### config.mk
export PLATFORM = sky130hd
export DESIGN_NAME = mic_cell
export DESIGN_NICKNAME = d
export VERILOG_FILES = /design/src/hw/rtl/mic_pkg.sv /design/src/hw/rtl/mic_cell.sv
export SDC_FILE = /design/constraint.sdc
export NUM_CORES = 1
export LEC_CHECK = 0
export ABC_AREA = 1
export BUFFER_PORTS_ARGS = -buffer_cell sky130_fd_sc_hd__buf_2
export CAP_MARGIN = 20
export CELL_PAD_IN_SITES_DETAIL_PLACEMENT = 2
export CELL_PAD_IN_SITES_GLOBAL_PLACEMENT = 2
export CORE_MARGIN = 5
export CORE_UTILIZATION = 29
export DETAILED_ROUTE_END_ITERATION = 12
export PLACE_DENSITY_LB_ADDON = 0.2
export SYNTH_ARGS = -nofsm -noshare
export SYNTH_HDL_FRONTEND = slang
export SYNTH_SLANG_ARGS = --single-unit
export TNS_END_PERCENT = 5
### constraint.sdc
create_clock -name clk -period 1.93 [get_ports clk]
set_clock_uncertainty 0.2 [all_clocks]
set_input_delay 0.579 -clock clk [delete_from_list [all_inputs] [get_ports clk]]
set_output_delay 0.579 -clock clk [all_outputs]
set_load 0.02 [all_outputs]
### src/hw/rtl/mic_pkg.sv
// shared types and constants for the mesh index compaction core
// depends on nothing; imported by mic_cell, the core and its checker
`default_nettype none

package mic_pkg;

    // three index kinds per corner, three corners per triangle
    localparam int NUM_LANES   = 3;
    localparam int NUM_CORNERS = 3;
    localparam int FIELD_W     = 24;
    localparam int RES_W       = 8;
    localparam int OUT_MAX     = 255;

    // lane order inside a token
    localparam int LANE_POS = 0;
    localparam int LANE_TEX = 1;
    localparam int LANE_NRM = 2;

    // corner codes carried by a token
    localparam logic [1:0] CORNER_A = 2'd0;
    localparam logic [1:0] CORNER_B = 2'd1;
    localparam logic [1:0] CORNER_C = 2'd2;

    typedef struct packed {
        logic               face_present;
        logic               last_face;
        logic [FIELD_W-1:0] pos_index_a;
        logic [FIELD_W-1:0] tex_index_a;
        logic [FIELD_W-1:0] nrm_index_a;
        logic [FIELD_W-1:0] pos_index_b;
        logic [FIELD_W-1:0] tex_index_b;
        logic [FIELD_W-1:0] nrm_index_b;
        logic [FIELD_W-1:0] pos_index_c;
        logic [FIELD_W-1:0] tex_index_c;
        logic [FIELD_W-1:0] nrm_index_c;
    } face_t;

    typedef struct packed {
        logic [RES_W-1:0] new_pos_a;
        logic [RES_W-1:0] new_tex_a;
        logic [RES_W-1:0] new_nrm_a;
        logic [RES_W-1:0] new_pos_b;
        logic [RES_W-1:0] new_tex_b;
        logic [RES_W-1:0] new_nrm_b;
        logic [RES_W-1:0] new_pos_c;
        logic [RES_W-1:0] new_tex_c;
        logic [RES_W-1:0] new_nrm_c;
        logic             table_overflow;
        logic             last_out;
    } result_t;

    // control part of a lookup token travelling along the cell chain
    typedef struct packed {
        logic                 valid;
        logic [1:0]           corner;
        logic [NUM_LANES-1:0] done;   // lane resolved by a hit or an append
        logic [NUM_LANES-1:0] added;  // lane appended a new entry
    } cell_ctl_t;

    typedef enum logic [1:0] {
        ST_IDLE,
        ST_ISSUE,
        ST_WAIT,
        ST_DONE
    } state_t;

endpackage

`default_nettype wire

### src/hw/rtl/mic_cell.sv
// one cell of the renumbering chain: holds one entry of each table
// depends on mic_pkg; instantiated in a row by mesh_index_compaction_core
`default_nettype none

module mic_cell #(
    parameter int KEY_W    = 24,
    parameter int IDX_W    = 8,
    parameter int CNT_W    = 9,
    parameter int CELL_IDX = 0
) (
    input  wire logic                                      clk,
    input  wire logic                                      rst_n,
    input  wire logic [mic_pkg::NUM_LANES-1:0][CNT_W-1:0]  count,
    input  wire mic_pkg::cell_ctl_t                        ctl_in,
    input  wire logic [mic_pkg::NUM_LANES-1:0][KEY_W-1:0]  key_in,
    input  wire logic [mic_pkg::NUM_LANES-1:0][IDX_W-1:0]  idx_in,
    output mic_pkg::cell_ctl_t                             ctl_out,
    output logic [mic_pkg::NUM_LANES-1:0][KEY_W-1:0]       key_out,
    output logic [mic_pkg::NUM_LANES-1:0][IDX_W-1:0]       idx_out
);
    import mic_pkg::*;

    localparam logic [CNT_W-1:0] MY_POS = CNT_W'(CELL_IDX);
    localparam logic [IDX_W-1:0] MY_IDX = IDX_W'(CELL_IDX);

    logic [NUM_LANES-1:0][KEY_W-1:0] entry_reg;
    // appended here by one of the two tokens just ahead
    logic [NUM_LANES-1:0]            app1_reg;
    logic [NUM_LANES-1:0]            app2_reg;
    logic [NUM_LANES-1:0]            used;
    logic [NUM_LANES-1:0]            hit;
    logic [NUM_LANES-1:0]            add;
    cell_ctl_t                       ctl_next;
    logic [NUM_LANES-1:0][IDX_W-1:0] idx_next;
    cell_ctl_t                       ctl_reg;
    logic [NUM_LANES-1:0][KEY_W-1:0] key_reg;
    logic [NUM_LANES-1:0][IDX_W-1:0] idx_reg;

    always_comb
    begin
        ctl_next = ctl_in;
        idx_next = idx_in;
        for (int l = 0; l < NUM_LANES; l++)
        begin
            used[l] = (MY_POS < count[l]) | app1_reg[l] | app2_reg[l];
            hit[l]  = ctl_in.valid & ~ctl_in.done[l] & used[l] &
                      (entry_reg[l] == key_in[l]);
            add[l]  = ctl_in.valid & ~ctl_in.done[l] & ~used[l];
            if (hit[l] | add[l])
            begin
                ctl_next.done[l] = 1'b1;
                idx_next[l]      = MY_IDX;
            end
            if (add[l])
            begin
                ctl_next.added[l] = 1'b1;
            end
        end
    end

    always_ff @(posedge clk or negedge rst_n)
    begin
        if (!rst_n)
        begin
            ctl_reg  <= '0;
            app1_reg <= '0;
            app2_reg <= '0;
        end
        else
        begin
            ctl_reg  <= ctl_next;
            app1_reg <= add;
            app2_reg <= app1_reg;
        end
    end

    always_ff @(posedge clk)
    begin
        key_reg <= key_in;
        idx_reg <= idx_next;
        for (int l = 0; l < NUM_LANES; l++)
        begin
            if (add[l])
            begin
                entry_reg[l] <= key_in[l];
            end
        end
    end

    assign ctl_out = ctl_reg;
    assign key_out = key_reg;
    assign idx_out = idx_reg;

endmodule

`default_nettype wire

### After elaboration in Yosys (flattened, before gate mapping)

Cells that the tools add are included.

* register bits: 183
* input port bits: 134

* order comparisons: 3
* equality and inequality tests: 3
* muxes and demuxes: 6
* bitwise logic cells: 27

Operators by type and width (count)
* 24-bit == test: 3
* 1-bit by 9-bit less-than comparator with 1-bit output, first input constant: 3
* 1-bit bitwise AND: 12
* 1-bit bitwise OR: 9
* 1-bit two-way mux: 6
* 1-bit NOT: 6

### Longest topological paths before layout

Gate-level depths: netlist of the first run.

* depth after elaboration: 7
* depth in mapped cells: 9

### Worst setup path after synthesis of the first run

No wires, ideal clock.

* path kind: input to register
* start point: in count[14] (netlist bit)
* end point: reg entry_reg[24] (netlist bit) (enable)
* data arrival time: 1592 ps
* data required time: 1350 ps
* setup slack: -242 ps
* stages on the path: 4
* path through: or2_2 -> nor4_1 -> nand2_1 -> inv_1

* longest elaborated chain between the ends: 5

Ends and longest elaborated chain
* from (decl): RTL line mic_cell.sv:13 `input wire logic [mic_pkg::NUM_LANES-1:0][CNT_W-1:0] count,`
* 1-bit by 9-bit less-than comparator with 1-bit output: RTL line mic_cell.sv:45 `used[l] = (MY_POS < count[l]) | app1_reg[l] | app2_reg[l];`
* 1-bit bitwise OR (2 in series): RTL line mic_cell.sv:45
* 1-bit NOT: RTL line mic_cell.sv:48 `add[l] = ctl_in.valid & ~ctl_in.done[l] & ~used[l];`
* 1-bit bitwise AND: RTL line mic_cell.sv:48
* via add[1]: RTL line mic_cell.sv:32 `logic [NUM_LANES-1:0] add;`
* to (signal, indexed assignment): RTL line mic_cell.sv:85 `entry_reg[l] <= key_in[l];`
* to (decl): RTL line mic_cell.sv:26 `logic [NUM_LANES-1:0][KEY_W-1:0] entry_reg;`

The timed path passes the listed nets, and every way through them passes these cells.
A chain may end at the register's enable or synchronous reset.

### Final worst setup path of the first run

* start point: reg app1_reg[2]
* end point: reg entry_reg[61] (netlist bit) (enable)

* longest elaborated chain between the ends: 4

Ends and longest elaborated chain
* from (decl): RTL line mic_cell.sv:28 `logic [NUM_LANES-1:0] app1_reg;`
* from (signal assigned): RTL line mic_cell.sv:66 `app1_reg <= '0;`
* from (signal assigned): RTL line mic_cell.sv:72 `app1_reg <= add;`
* 1-bit bitwise OR (2 in series): RTL line mic_cell.sv:45
* 1-bit NOT: RTL line mic_cell.sv:48
* 1-bit bitwise AND: RTL line mic_cell.sv:48
* via add[2]: RTL line mic_cell.sv:32

The timed path passes the listed nets, and every way through them passes these cells.

==> run summary, run 1 <==
largest cells by area after synthesis -> edfxtp_1 (35%), dfxtp_1 (31%), inv_1 (7.1%)
Setup WS pre-CTS -> -0.397 ns
antenna cells -> 0
net count after synthesis -> 725
largest family of logic cells by synthesized area -> simple AND/OR/NAND/NOR gates
First-pass DRT Iterations -> 4
clock slew seen by the registers of the worst setup and hold paths -> 0.07 ns
GP Congestion -> 0.775
CTS Buffer Depth -> 2
Num CTS Buffers -> 17
crit share post-route -> 95.1%
delay-heaviest family, CP -> buffers and inverters
largest net degree at the start of global routing -> 19
WL/cell -> 16.5 µm
sw power -> 2.00 mW
share of the synthesized area in the top cell type -> 35.0%
slowest CP cell -> dfrtp_1
Die Height -> 156 µm
CP arrival -> 1.78 ns
Synth Flop Type -> dfxtp_1
DR iter-0 viols -> 115
Worst path max stage delay -> 0.40 ns
cell breakdown of the critical path -> nor4_1 -> buf_4 -> nand2_1 -> clkinvlp_4 -> buf_4
die area -> 0.0243 mm²
ys async rst share -> 8.20%
CTS tree -> done
clk_lat worst skew -> 0.43 ns
hold_ws -> 0.0642 ns
worst slew pin tran -> 0.537 ns
Starting Density -> 29.4%
Final nets -> 1021
RSZ-0062 raised after global routing -> false
grt total ovfl -> 0
most frequent cell after synthesis -> inv_1
remaining antenna violation count -> 0
Synth Area in Adders -> 0%
FP Rows -> 53
Yosys warning total -> 0
Via density -> 4.24
EDFF count, synth -> 72
status -> finished, final reports clean
number of antenna violations at the first check in global routing -> 0
Logic pwr share -> 8.2%
Pleak -> 4.31 nW
sequential cell fraction of total power -> 48.8%
Max FO, Critical Path -> 5
CP Class -> reg -> reg
final hold vios -> 0
Yosys reg bits -> 183
htree depth -> 4
Design Power -> 8.52 mW
Synth Area in Simple Gates -> 16.7%
Critical Path End Type -> flop
Layout area overhead -> 40.9%
Core Area -> 0.0210 mm²
clock root cell -> clkbuf_16
CTS Sinks -> 183
Bufs and invs on worst path -> 3
post-synth cell types -> 17
Pwr Density -> 978 mW/mm²
die width -> 156 µm
Synth Area in Compound Gates -> 2.14%
register area share after synthesis -> 72.1%
Rel. slew slack -> 63.9%
number of max-cap violations -> 0
Sw Share -> 23.4%
worst min path class -> in -> reg
multiplexer share of the synthesized area -> 0%
I/O pin count -> 239
clock share of power -> 42.9%
CP Launch Type -> flop
synthesized area per cell -> 10.5 µm²
setup violators final -> 0
Detailed Place HPWL -> 15.4 mm
setup ws final -> 0.0941 ns
final WL -> 19.3 mm
Worst Path Required -> 1.87 ns
Mapped Area -> 0.00618 mm²
critical path's most frequent cell -> buf_4
Post-synth top cells -> inv_1 (117), nand2_1 (116), dfxtp_1 (96)
Slew Limit Fails -> 0
Post-Synthesis Cells -> 591
Internal Dissipation -> 6.52 mW
PortBufs -> 238
Final Util -> 41.4%
achievable clock frequency -> 545 MHz
DRC -> 0
Total GRT Usage -> 15.9%
vias in the first global route -> 5761
Synth Area in XOR/XNOR -> 1.98%
Vias -> 4972
layout cells sized above 1 -> 35.6%
Yosys top cell by area -> edfxtp_1
first-pass GRT wire length -> 30.2 mm
VDD IR max -> 0.559 mV
Final min period -> 1.84 ns
## placed cells by master, fill, tap and decap left out, types with 15 or more instances in the layout
master	n
nor2_1	92
dfxtp_1	96
buf_4	33
nand3_1	15
clkbuf_16	18
nand2_1	116
dfrtp_1	15
edfxtp_1	72
buf_2	238
inv_1	114
o21ai_0	23
## per-stage QoR
step | cells | TNS (ns) | cell area (µm²)
6_report | 1174 | 0 | 8710
5_1_grt | 1174 | 0 | 8710
2_1_floorplan | 591 | -0.973 | 6200
3_5_place_dp | 1142 | -23.73 | 8080
4_1_cts | 1174 | 0 | 8710
3_3_place_gp | 1142 | -21.84 | 8080
## path summary, 6_finish.rpt
path | cells past startpoint | startpoint | slack [ns] | to
worst max-delay path | 5 | app1_reg[2]$_DFF_PN0_ | 0.09 | entry_reg[61]$_DFFE_PP_
max in group asynchronous | 2 | rst_n | 0.80 | app1_reg[0]$_DFF_PN0_
worst min-delay path | 1 | ctl_in[6] | 0.06 | ctl_out[6]$_DFF_PN0_
min in group asynchronous | 2 | rst_n | 0.42 | ctl_out[0]$_DFF_PN0_
worst min register to register | 0 | app1_reg[2]$_DFF_PN0_ | 0.22 | app2_reg[2]$_DFF_PN0_
worst max register to register | 5 | app1_reg[2]$_DFF_PN0_ | 0.09 | entry_reg[61]$_DFFE_PP_
## layer usage
metal	GRT usage (%)	part of all wire, %
met5	0	0
met4	4.92	1.3
met3	3.66	6.1
met2	29.5	53
met1	18.1	40
## power by group through the flow
stage / combinational (mW) / sequential (mW) / clock, mW
final: 0.701 / 4.16 / 3.66
after global placement: 0.679 / 4.24 / 0
after floorplan: 0.126 / 4.40 / 0
after CTS: 0.719 / 4.16 / 3.78
after detailed placement: 0.710 / 4.25 / 0
after global routing: 0.768 / 4.17 / 3.94
## cell type report
type | instances | area, µm²
Multi-Input combinational cell | 291 | 1290
Fill cell | 2309 | 12300
Timing Repair Buffer | 277 | 1550
Clock buffer | 18 | 450
Clock inverter | 13 | 165
Inverter | 117 | 450
Tap cell | 275 | 344
Sequential cell | 183 | 4460
## worst register-to-register path: stages (launching register included)
cell and delay (ns):
dfrtp_1 0.40, nor4_1 0.39, buf_4 0.18, nand2_1 0.08, clkinvlp_4 0.15, buf_4 0.15
## repair_timing
item / 4_1_cts / 5_1_grt
hold buffers: 1 / 0
setup endpoints to repair: 24 / 0
gates resized for setup: 1 / 0
buffers inserted: 0 / 0
endpoints found under the hold margin: 15 / 0
## cell families (layout without fill, tap and decap cells)
kind of cell,count (synthesis),after routing
simple gates,252,252
flops,183,183
buf+inv,117,425
compound gates,25,25
xor+xnor,14,14
(Power assumes the default switching activity.)
==> run 2: changes to the inputs <==
--- a/config.mk
+++ b/config.mk
@@ -6,13 +6,13 @@
 export NUM_CORES = 1
 export LEC_CHECK = 0
 export ABC_AREA = 1
-export BUFFER_PORTS_ARGS = -buffer_cell sky130_fd_sc_hd__buf_2
 export CAP_MARGIN = 20
 export CELL_PAD_IN_SITES_DETAIL_PLACEMENT = 2
 export CELL_PAD_IN_SITES_GLOBAL_PLACEMENT = 2
 export CORE_MARGIN = 5
-export CORE_UTILIZATION = 29
+export CORE_UTILIZATION = 37
 export DETAILED_ROUTE_END_ITERATION = 12
+export DONT_BUFFER_PORTS = 1
 export PLACE_DENSITY_LB_ADDON = 0.2
 export SYNTH_ARGS = -nofsm -noshare
 export SYNTH_HDL_FRONTEND = slang
==> constraint.sdc (replaced) <==
create_clock -name clk -period 1.86 [get_ports clk]
set_clock_uncertainty 0.2 [all_clocks]
set_input_delay 0.558 -clock clk [delete_from_list [all_inputs] [get_ports clk]]
set_output_delay 0.558 -clock clk [all_outputs]
set_load 0.02 [all_outputs]
==> run summary, run 2 (synthesis results as in run 1) <==
final hold vios -> 0
layout cells sized above 1 -> 8.52%
CP Class -> reg -> reg
setup ws final -> 0.0622 ns
Worst Path Required -> 1.79 ns
die width -> 139 µm
htree depth -> 4
Critical Path End Type -> flop
Num CTS Buffers -> 17
DRC -> 0
largest net degree at the start of global routing -> 19
Setup WS pre-CTS -> -0.249 ns
CTS tree -> done
First-pass DRT Iterations -> 4
DR iter-0 viols -> 187
Internal Dissipation -> 6.49 mW
worst setup path startpoint -> app1_reg[1]$_DFF_PN0_
remaining antenna violation count -> 0
Pleak -> 3.56 nW
grt total ovfl -> 0
Final nets -> 837
Detailed Place HPWL -> 12.5 mm
Pwr Density -> 1050 mW/mm²
number of antenna violations at the first check in global routing -> 1
die area -> 0.0194 mm²
number of max-cap violations -> 0
placed cells -> 828
sequential cell fraction of total power -> 53.7%
clock slew seen by the registers of the worst setup and hold paths -> 0.07 ns
Max FO, Critical Path -> 18
CP Launch Type -> flop
fin area -> 0.00799 mm²
Vias -> 4470
worst min path class -> in -> reg
sw power -> 1.89 mW
most frequent cells in the layout -> nand2_1 (116), inv_1 (114), dfxtp_1 (96), nor2_1 (92), dlygate4sd3_1 (76)
reg2reg start -> app1_reg[1]$_DFF_PN0_
Sw Share -> 22.6%
achievable clock frequency -> 556 MHz
GP Congestion -> 0.797
WL/cell -> 20.6 µm
clock root cell -> clkbuf_16
Layout area overhead -> 29.1%
setup violators final -> 0
PortBufs -> 0
CTS Sinks -> 183
CP arrival -> 1.72 ns
crit share post-route -> 96.7%
FP Rows -> 47
I/O pin count -> 239
Starting Density -> 37.6%
worst slew pin tran -> 1.02 ns
Total GRT Usage -> 20.1%
CTS Buffer Depth -> 2
Placed Area -> 0.00663 mm²
first-pass GRT wire length -> 29.8 mm
Via density -> 4.77
Design Power -> 8.39 mW
most common cell after layout, fill and taps aside -> nand2_1
HP Start -> key_in[63]
clock share of power -> 42.4%
Die Height -> 139 µm
Rel. slew slack -> 31.7%
Logic pwr share -> 3.9%
VDD IR max -> 0.604 mV
status -> finished, final reports clean
final WL -> 19.3 mm
Slew Limit Fails -> 0
clk_lat worst skew -> 0.42 ns
Core Area -> 0.0165 mm²
fin cells -> 937
vias in the first global route -> 5231
Final min period -> 1.80 ns
==> run 2: cell count changes in the layout (fill, tap and decap cells not counted), moves of 2 or more <==
cell           previous run  this run
dlygate4sd3_1             1        76
buf_4                    33        15
buf_12                    5         2
clkbuf_1                  0         4
buf_2                   238         0
bufinv_16                 3         1
==> run 2: worst paths after layout <==
| kind | to | slack [ns] | cells after the start |
|---|---|---|---|
| hold reg to reg | app2_reg[0]$_DFF_PN0_ | 0.23 | 0 |
| setup / recovery | entry_reg[41]$_DFFE_PP_ | 0.06 | 5 |
| max in group asynchronous | ctl_out[4]$_DFF_PN0_ | 0.27 | 1 |
| setup reg to reg | entry_reg[41]$_DFFE_PP_ | 0.06 | 5 |
| hold / removal | entry_reg[63]$_DFFE_PP_ | 0.03 | 0 |
| min in group asynchronous | app2_reg[2]$_DFF_PN0_ | 0.56 | 1 |
==> run 2: area by class of cell <==
cell class | count | area (µm²)
Timing Repair Buffer | 93 | 913
Tap cell | 220 | 275
Clock buffer | 23 | 490
Multi-Input combinational cell | 291 | 1310
Sequential cell | 183 | 4460
Antenna cell | 1 | 2.50
Clock inverter | 9 | 88.8
Fill cell | 1666 | 8480
Inverter | 117 | 450
==> run 2: timing repair <==
action                                  in CTS  in global routing
hold buffers                                76                  0
gates cloned                                 0                  0
setup buffers                                0                  0
pin swaps                                    0                  0
endpoints found under the hold margin       90                  0
resized for setup                            1                  2
endpoints found under the setup margin      24                  8
==> run 2: worst max-delay path, stage by stage (launching register included) <==
cell and delay [ns]:
dfrtp_1 0.42, nor4_2 0.34, buf_4 0.17, nand2_1 0.08, clkinvlp_4 0.12, buf_12 0.17
==> run 2: metrics by stage <==
step	util, %	hold WS (ns)	setup TNS [ns]
after global routing	48.5	0.000945	-0.0344
after global placement	40.2	0.0633	-8.60
final	48.5	0.0301	0
after detailed placement	40.2	0.0635	-8.77
after floorplan	-	0.0624	-3.16
after CTS	48.4	0.0140	0
==> run 2: routing by layer <==
| layer | track usage (%) | part of all wire (%) | wire (µm) | vias to the layer above |
|---|---|---|---|---|
| met4 | 7.47 | 2.8 | 546 | 0 |
| met3 | 6.45 | 6.4 | 1240 | 32 |
| met1 | 19.8 | 35 | 6790 | 2209 |
| li1 | - | - | - | 2052 |
| met2 | 38.8 | 56 | 10800 | 177 |
| met5 | 0 | 0 | 0 | - |
==> run 2: power by group through the flow <==
stage	Combinational, mW	Sequential, mW	Clock, mW
global route	0.369	4.51	3.85
detailed placement	0.179	4.59	0
CTS	0.322	4.51	3.61
floorplan	0.130	4.56	0
global placement	0.163	4.59	0
finish	0.329	4.50	3.56
==> run 3: changes to the inputs <==
--- a/config.mk
+++ b/config.mk
@@ -14,6 +14,7 @@
 export DETAILED_ROUTE_END_ITERATION = 12
 export DONT_BUFFER_PORTS = 1
 export PLACE_DENSITY_LB_ADDON = 0.2
+export RECOVER_POWER = 100
 export SYNTH_ARGS = -nofsm -noshare
 export SYNTH_HDL_FRONTEND = slang
 export SYNTH_SLANG_ARGS = --single-unit
==> run summary, run 3 (synthesis results as in run 1) <==
status -> finished, final reports clean
cell breakdown of the critical path -> nor4_2 -> buf_4 -> nand2_1 -> clkinvlp_4 -> buf_12
remaining antenna violation count -> 0
worst min path class -> in -> reg
die width -> 139 µm
Pwr Density -> 1050 mW/mm²
Starting Density -> 37.6%
clock slew seen by the registers of the worst setup and hold paths -> 0.07 ns
post-CTS setup buffers -> 0
Critical Path End Type -> flop
CP Class -> reg -> reg
first-pass GRT wire length -> 29.8 mm
most frequent cells in the layout -> nand2_1 (116), inv_1 (114), dfxtp_1 (96), nor2_1 (92), dlygate4sd3_1 (76)
crit share post-route -> 96.8%
layout cells sized above 1 -> 8.24%
clk_lat worst skew -> 0.42 ns
Design Power -> 8.39 mW
Placed Area -> 0.00663 mm²
largest net degree at the start of global routing -> 19
htree depth -> 4
First-pass DRT Iterations -> 4
vias in the first global route -> 5231
CTS tree -> done
worst slew pin tran -> 1.02 ns
CP Launch Type -> flop
CP arrival -> 1.73 ns
worst hold stages -> 0
grt total ovfl -> 0
DRC -> 0
PortBufs -> 0
Final nets -> 837
Core Area -> 0.0165 mm²
Worst path max stage delay -> 0.42 ns
reg2reg start -> app1_reg[1]$_DFF_PN0_
Final Util -> 48.3%
Via density -> 4.77
R2R depth -> 5
met3 Track Usage GR -> 6.45%
Total GRT Usage -> 20.1%
final hold vios -> 0
Slew Limit Fails -> 0
HP Start -> key_in[63]
hold_ws -> 0.0300 ns
die area -> 0.0194 mm²
WL/cell -> 20.6 µm
Vias -> 4469
grt met1 use -> 19.8%
number of antenna violations at the first check in global routing -> 1
final WL -> 19.3 mm
Hold EP -> entry_reg[63]$_DFFE_PP_
most common cell after layout, fill and taps aside -> nand2_1
clock root cell -> clkbuf_16
fin area -> 0.00796 mm²
Worst R2R Setup Slack -> 0.06 ns
setup violators final -> 0
slowest CP cell -> dfrtp_1
Max FO, Critical Path -> 18
Die Height -> 139 µm
FP Rows -> 47
VDD IR max -> 0.604 mV
Rel. slew slack -> 31.6%
GP Congestion -> 0.797
number of max-cap violations -> 0
Pleak -> 3.55 nW
Detailed Place HPWL -> 12.5 mm
achievable clock frequency -> 556 MHz
CTS Buffer Depth -> 2
Worst Path Required -> 1.79 ns
met2 usage -> 38.8%
Num CTS Buffers -> 17
reg2reg end -> entry_reg[41]$_DFFE_PP_
DR iter-0 viols -> 188
Layout area overhead -> 28.7%
I/O pin count -> 239
CTS Sinks -> 183
GR peak layer -> met2
Final min period -> 1.80 ns
run 3: stage by stage:
stage               setup slack, ns  setup TNS [ns]  instances
floorplan                   -0.0895           -3.16        591
CTS                          0.0266               0        936
global placement             -0.245           -8.60        828
finish                       0.0598               0        937
detailed placement           -0.249           -8.77        828
global route               -0.00296        -0.00719        937
run 3: layer usage:
layer,vias to the layer above,routed length [µm]
met5,-,0
met4,0,546
met3,32,1240
met2,177,10800
met1,2208,6790
li1,2052,-
run 3: how the worst max path moves through the flow:
| stage | start | to | depth (start not counted) |
|---|---|---|---|
| after detailed placement | count[13] | entry_reg[26]$_DFFE_PP_ | 7 |
| final | app1_reg[1]$_DFF_PN0_ | entry_reg[41]$_DFFE_PP_ | 5 |
| after global placement | count[11] | entry_reg[43]$_DFFE_PP_ | 7 |
| after floorplan | count[23] | entry_reg[48]$_DFFE_PP_ | 4 |
| after CTS | app1_reg[1]$_DFF_PN0_ | entry_reg[40]$_DFFE_PP_ | 5 |
| after global routing | app1_reg[1]$_DFF_PN0_ | entry_reg[36]$_DFFE_PP_ | 5 |
run 3: cell type report:
class	instances	area, µm²
multi-input combinational	291	1310
timing repair buffer	93	888
tap	220	275
clock buffer	23	490
antenna	1	2.50
inverter	117	448
fill	1673	8510
clock inverter	9	88.8
sequential	183	4460
run 3: worst max-delay path, delay by kind of cell, from the launching register on:
family	cells	cell delay (ns)
flip-flops	1	0.42
AND/OR/NAND/NOR	2	0.42
buffers and inverters	3	0.46
run 3: power by group:
part / total [mW] / switching (mW) / internal [mW]
Clock: 3.56 / 1.54 / 2.02
Sequential: 4.50 / 0.215 / 4.29
Combinational: 0.329 / 0.142 / 0.187
Total: 8.39 / 1.90 / 6.49
run 3: what timing repair did:
action / 4_1_cts / 5_1_grt
endpoints found under the hold margin: 90 / 0
hold buffers: 76 / 0
gates resized for setup: 1 / 2
setup endpoints to repair: 24 / 8
